### src/rtl/bpa_pkg.sv
// Package for the bitmap page allocator: field widths, request and register codes,
// and the request and result payload types.
// Depends on nothing; the interfaces, the word scan and the core use it.
package bpa_pkg;

    localparam int ADDR_W    = 48;
    localparam int CNT_W     = 17;
    localparam int REQ_W     = 2;
    localparam int RUN_W     = CNT_W + 1;

    localparam int NUM_PAGES_DEF  = 65536;
    localparam int PAGE_SHIFT_DEF = 12;
    localparam int WORD_BITS_DEF  = 32;

    localparam logic [REQ_W-1:0] REQ_ALLOC_ONE = 2'd0;
    localparam logic [REQ_W-1:0] REQ_ALLOC_RUN = 2'd1;
    localparam logic [REQ_W-1:0] REQ_FREE_ONE  = 2'd2;
    localparam logic [REQ_W-1:0] REQ_FREE_RUN  = 2'd3;

    localparam int CFG_IDX_W  = 1;
    localparam int CFG_DATA_W = ADDR_W;
    localparam logic [CFG_IDX_W-1:0] CFG_BASE_ADDRESS = 1'd0;
    localparam logic [CFG_IDX_W-1:0] CFG_PAGES_IN_USE = 1'd1;

    localparam logic [CNT_W-1:0] PAGES_IN_USE_RESET = 17'd65536;

    typedef struct packed {
        logic [REQ_W-1:0]  req_type;
        logic [ADDR_W-1:0] address;
        logic [CNT_W-1:0]  run_len;
    } t_req;

    typedef struct packed {
        logic [ADDR_W-1:0] page_address;
        logic              ok;
        logic [CNT_W-1:0]  free_left;
    } t_rsp;

endpackage

### src/rtl/bpa_word_scan.sv
// First-fit run evaluation over one bitmap word, carrying the run length in from
// the previous word. Depends on bpa_pkg for the count widths.
module bpa_word_scan #(
    parameter int WORD_BITS = 32,
    parameter int PW        = 5
) (
    input  logic [WORD_BITS-1:0]    i_free,
    input  logic [bpa_pkg::RUN_W-1:0] i_run,
    input  logic [bpa_pkg::CNT_W-1:0] i_need,
    output logic                    o_hit,
    output logic [PW-1:0]           o_pos,
    output logic [bpa_pkg::RUN_W-1:0] o_run_next
);
    import bpa_pkg::*;

    always_comb begin
        logic             all_free;
        logic [PW-1:0]    last_used;
        logic [RUN_W-1:0] run_i;
        o_hit     = 1'b0;
        o_pos     = '0;
        all_free  = 1'b1;
        last_used = '0;
        for (int i = 0; i < WORD_BITS; i++) begin
            if (!i_free[i]) begin
                all_free  = 1'b0;
                last_used = PW'(i);
            end
            run_i = all_free ? (i_run + RUN_W'(i + 1))
                             : (RUN_W'(i) - RUN_W'(last_used));
            if (i_free[i] && !o_hit && (run_i >= RUN_W'(i_need))) begin
                o_hit = 1'b1;
                o_pos = PW'(i);
            end
        end
        o_run_next = all_free ? (i_run + RUN_W'(WORD_BITS))
                              : (RUN_W'(WORD_BITS - 1) - RUN_W'(last_used));
    end

endmodule

### config.mk
export PLATFORM = sky130hd
export DESIGN_NAME = bpa_word_scan
export DESIGN_NICKNAME = d
export VERILOG_FILES = /design/src/rtl/bpa_pkg.sv /design/src/rtl/bpa_word_scan.sv
export SDC_FILE = /design/constraint.sdc
export NUM_CORES = 2
export LEC_CHECK = 0
export BUFFER_PORTS_ARGS = -buffer_cell sky130_fd_sc_hd__buf_2
export CAP_MARGIN = 20
export CORE_MARGIN = 2
export CORE_UTILIZATION = 45
export DETAILED_ROUTE_END_ITERATION = 10
export PLACE_DENSITY_LB_ADDON = 0.25
export SLEW_MARGIN = 15
export SYNTH_ARGS = -nofsm -noshare
export SYNTH_HDL_FRONTEND = slang
export SYNTH_SLANG_ARGS = --single-unit
### constraint.sdc
create_clock -name vclk -period 5.1
set_input_delay 0.255 -clock vclk [all_inputs]
set_output_delay 0.255 -clock vclk [all_outputs]
set_load 0.02 [all_outputs]
### Word-level counts from Yosys, hierarchy flattened

Cells that the tools add are included.

| cells by class | value |
|---|---|
| add/sub/neg operators | 63 |
| $lt $le $gt $ge | 32 |
| multiplexer cells | 158 |
| reduce and logical (&&, ||, !) cells | 94 |

Operator list:

| kind | number |
|---|---|
| 18-bit by 17-bit greater-or-equal comparator with 1-bit output | 32 |
| 18-bit two-way mux | 32 |
| 5-bit two-way mux | 60 |
| 18-bit by 5-bit adder with 18-bit output (second input constant) | 16 |
| 18-bit by 4-bit adder with 18-bit output (second input constant) | 8 |
| 5-bit by 5-bit subtractor with 6-bit output (first input constant) | 16 |
| 18-bit by 3-bit adder with 18-bit output (second input constant) | 4 |
| 1-bit two-way mux | 66 |
| 1-bit logical AND | 63 |
| 4-bit by 5-bit subtractor with 6-bit output (first input constant) | 8 |
| 18-bit by 2-bit adder with 18-bit output (second input constant) | 2 |
| 1-bit logical NOT | 31 |
| 3-bit by 5-bit subtractor with 6-bit output (first input constant) | 4 |
| 18-bit by 1-bit adder with 18-bit output (second input constant) | 1 |
| 18-bit by 6-bit adder with 18-bit output (second input constant) | 1 |
| 2-bit by 5-bit subtractor with 6-bit output (first input constant) | 2 |
| 1-bit by 5-bit subtractor with 6-bit output (first input constant) | 1 |

| word-level totals | value |
|---|---|
| flip-flop bits (word level) | 0 |
| output and inout port bits | 24 |
| word-level logic and storage cells | 347 |

### Longest topological paths before layout

| depth | value |
|---|---|
| depth after elaboration | 129 |
| mapped depth | 28 |

### Worst setup path after synthesis

Ideal clock, no wire load.

| timing | value |
|---|---|
| path type | in2out |
| start point | input i_free[4] |
| end point | output o_pos[0] |
| arrival time | 5.010 ns |
| data required time | 4.845 ns |
| path slack | -0.165 ns |
| stages on the path | 23 |
| cells stage by stage | buf_2 and4_1 buf_2 o21ai_2 nand2_2 nand2_1 o21ai_0 clkbuf_1 or2_2 ha_1 nand2b_1 and2_0 clkbuf_1 a21oi_1 ha_1 a21o_1 a2111oi_0 a31oi_1 o31ai_1 nand2_1 or4_1 o221ai_1 a31o_1 |

| between the ends | value |
|---|---|
| word-level cells in the longest chain between the ends | 114 |
| elaborated cells on any way between the ends | 278 |
| those cells by class | add/sub (28); order compare (28); mux (139); reduce/logical (83) |

Ends and longest elaborated chain:

| element | line | text |
|---|---|---|
| start: declaration | bpa_word_scan.sv:7 | `input logic [WORD_BITS-1:0] i_free,` |
| 5-bit two-way mux | bpa_word_scan.sv:25 | `if (!i_free[i]) begin` |
| 3-bit by 5-bit subtractor with 6-bit output | bpa_word_scan.sv:30 | `: (RUN_W'(i) - RUN_W'(last_used));` |
| 18-bit two-way mux | bpa_word_scan.sv:29 | `run_i = all_free ? (i_run + RUN_W'(i + 1))` |
| 18-bit by 17-bit greater-or-equal comparator with 1-bit output | bpa_word_scan.sv:31 | `if (i_free[i] && !o_hit && (run_i >= RUN_W'(i_need))) begin` |
| 1-bit logical AND | bpa_word_scan.sv:31 |  |
| 1-bit two-way mux | bpa_word_scan.sv:31 |  |
| 1-bit logical NOT | bpa_word_scan.sv:31 |  |
| 1-bit logical AND (2 in series) | bpa_word_scan.sv:31 |  |
| [94 not listed] | n/a |  |
| 1-bit logical AND (2 in series) | bpa_word_scan.sv:31 |  |
| 1-bit two-way mux | bpa_word_scan.sv:31 |  |
| 1-bit logical NOT | bpa_word_scan.sv:31 |  |
| 1-bit logical AND (2 in series) | bpa_word_scan.sv:31 |  |
| 1-bit two-way mux | bpa_word_scan.sv:31 |  |
| 1-bit logical NOT | bpa_word_scan.sv:31 |  |
| 1-bit logical AND (2 in series) | bpa_word_scan.sv:31 |  |
| 5-bit two-way mux * | bpa_word_scan.sv:31 |  |
| end: declaration | bpa_word_scan.sv:11 | `output logic [PW-1:0] o_pos,` |

Every way passes the cells marked *; elsewhere a longest branch is shown, timed or not.

### Worst setup path after layout

| timing | value |
|---|---|
| start point | input i_free[4] |
| end point | output o_hit |

| between the ends | value |
|---|---|
| word-level cells in the longest chain between the ends | 114 |
| elaborated cells on any way between the ends | 251 |
| those cells by class | add/sub (28); order compare (28); mux (112); reduce/logical (83) |

Ends and longest elaborated chain:

| element | line | text |
|---|---|---|
| 5-bit two-way mux | bpa_word_scan.sv:25 |  |
| 3-bit by 5-bit subtractor with 6-bit output | bpa_word_scan.sv:30 |  |
| 18-bit two-way mux | bpa_word_scan.sv:29 |  |
| 18-bit by 17-bit greater-or-equal comparator with 1-bit output | bpa_word_scan.sv:31 |  |
| 1-bit logical AND | bpa_word_scan.sv:31 |  |
| 1-bit two-way mux | bpa_word_scan.sv:31 |  |
| 1-bit logical NOT | bpa_word_scan.sv:31 |  |
| 1-bit logical AND (2 in series) | bpa_word_scan.sv:31 |  |
| [94 not listed] | n/a |  |
| 1-bit logical AND (2 in series) | bpa_word_scan.sv:31 |  |
| 1-bit two-way mux | bpa_word_scan.sv:31 |  |
| 1-bit logical NOT | bpa_word_scan.sv:31 |  |
| 1-bit logical AND (2 in series) | bpa_word_scan.sv:31 |  |
| 1-bit two-way mux | bpa_word_scan.sv:31 |  |
| 1-bit logical NOT | bpa_word_scan.sv:31 |  |
| 1-bit logical AND (2 in series) | bpa_word_scan.sv:31 |  |
| 1-bit two-way mux * | bpa_word_scan.sv:31 |  |
| end: declaration | bpa_word_scan.sv:10 | `output logic o_hit,` |

Marks and branches as above.

==> summary.txt <==
Pin count of the biggest net entering global routing - 53
Crit start category - primary input
Overall Global Routing Usage - 44.2%
Critical path required time - 4.85 ns
DRC Markers - 0
Worst Setup End Kind - output pin
Setup_tns - -2.26 ns
ANT nets after route - 0
Vias - 31200
Drt first pass iters - 7
Hold Vio Cnt, Final - 0
Most frequent cells in the layout - 714 x buf_4, 584 x ha_1, 419 x nor2_1
Area grow syn2layout - 28.1%
Reg area - 0 sq um
Fmax - 0.181 GHz
Core Area - 52800 sq um
Failing checks - setup timing
Hold Path Sink - o_run_next[0]
Initial Utilization - 45.7%
Net Count, Synth - 4220
CP Data Arrival Time - 5.27 ns
Top Ports - 91
Placer Congestion - 1.10
Overall routed net length - 128000 microns
HP Start - i_free[31]
Std-Cell Rows - 84
Number of global-route vias before repair - 28600
Crit Path Max Fanout - 7
WHS - 0.967 ns
Synth Warn # - 0
Slowest cell on crit path - a221o_1
Cell variety after synth - 88
GRT overflow - 0
Die W - 236 microns
Synthesized instance count - 3561
Register area share after synthesis - 0%
First-pass GRT wire length - 186000 microns
CP peak stage delay - 0.34 ns
Max-slew violations - 0
Die area - 55500 sq um
Kind of critical path - primary input to output pin
CP most frequent cell - buf_6
Clock buffers - 0
Tmin final - 5.53 ns
Hold WC Path Type - primary input to output pin
Slew headroom - 26.0%
Setup crit start - i_free[4]
Die height - 236 microns
Commonest non-fill, non-tap cell in the layout - buf_4
Nets - 4821
Max cap viols - 0
Worst-margin pin slew - 1.11 ns
DP Wirelength - 101000 microns
Synthesized area per cell - 6.78 sq um
# setup viols final - 6
Slack of the critical path - -0.425 ns
WL per Instance - 26.4 microns
Status - finished with violations
Vias per inst - 6.44
Tcrit/Tclk final - 108%
Share of layout cells above drive strength 1 - 22.8%
RSZ-0062 raised after global routing - true
Port Buffer Count - 91
Seq_cells - 0
Synth Cell Area - 24100 sq um
Iter 0 DRT Violations - 4012
Hold Crit Depth - 3
Initial antenna violation count - 3
==> final cells by class <==
| class | instances | area (sq um) |
|---|---|---|
| inverters | 69 | 262 |
| fillers | 5198 | 21900 |
| diodes | 1 | 2.50 |
| multi-input cells | 3263 | 23500 |
| well taps | 688 | 861 |
| repair buffers | 828 | 6240 |
==> synth_stat cells (7+ instances only) <==
cell type    n  area [sq um]
xor2_1     150          1310
nand3_1     86           430
o2111ai_1   11          96.3
a31oi_1     52           325
and3_1      31           194
o31ai_1     15           113
nand2_1    316          1190
nor2_1     421          1580
o21bai_1     7          52.6
xnor2_1    177          1550
nor3_1      41           205
and2_1      22           138
buf_1       31           116
a221oi_1    10          87.6
o21ai_0    298          1490
a21o_1      65           488
nor3b_1      8          60.1
o22ai_1     10          62.6
mux2_2       8          90.1
nand2b_1    40           250
o211ai_1    35           263
a21oi_1    348          1740
mux2i_1     19           190
a22oi_1      8          60.1
a211oi_1    51           383
clkbuf_1   176           661
a2111oi_0   24           210
and4_1      19           166
or3_1      121           757
inv_1       67           251
buf_2       19          95.1
nand4_1     58           363
a21boi_0    17           128
nor4_1      22           138
nor2b_1     49           307
a211o_1      8          70.1
ha_1       592          7410
o21a_1      28           210
==> what timing repair did <==
item / in CTS / in global routing
hold buffers: 0 / 0
gates resized for setup: 88 / 67
buffers inserted: 19 / 8
cloned: 0 / 0
endpoints found under the setup margin: 6 / 6
pin swaps: 57 / 44
==> cells by family (layout without fill, tap and decap cells) <==
| kind of cell | Yosys count | count (layout) | share of synthesized area [%] |
|---|---|---|---|
| adders and majority gates | 592 | 592 | 30.7 |
| muxes | 27 | 27 | 1.16 |
| and+or+nand+nor | 1260 | 1260 | 24.9 |
| xor gates and xnor gates | 327 | 327 | 11.9 |
| AOI/OAI and AO/OA | 1057 | 1057 | 26.6 |
| other | 0 | 1 | 0 |
| buffers and inverters | 298 | 897 | 4.78 |
==> worst max-delay path: cells and delay by family <==
| family | cells | cell delay (ns) |
|---|---|---|
| AO/OA/AOI/OAI | 12 | 2.16 |
| buffers and inverters | 12 | 1.42 |
| AND/OR/NAND/NOR | 6 | 0.96 |
| adder cells (fa/ha/maj) | 2 | 0.47 |
==> stage by stage <==
step | std cells | area (sq um) | setup WS, ns | utilization, %
final | 4849 | 30900 | -0.425 | 58.6
after global routing | 4848 | 30900 | -0.595 | 58.6
after CTS | 4840 | 30600 | -0.379 | 57.9
after detailed placement | 4823 | 30100 | -0.899 | 57.1
after global placement | 4823 | 30100 | -0.889 | 57.1
after floorplan | 3561 | 24200 | 0.000882 | -
==> layer usage <==
layer	part of all wire (%)	global-route usage (%)	vias up
met2	39	62.7	2073
li1	-	-	14300
met1	41	59.5	14400
met4	7.1	25.1	0
met3	14	12.0	445
met5	0	0	-
==> worst max-delay path by stage <==
stage / end / slack, ns / depth (start not counted)
global placement: o_pos[0] / -0.89 / 32
floorplan: o_hit / 0.0009 / 28
finish: o_hit / -0.43 / 32
global route: o_pos[0] / -0.60 / 29
CTS: o_pos[0] / -0.38 / 30
detailed placement: o_pos[0] / -0.90 / 32
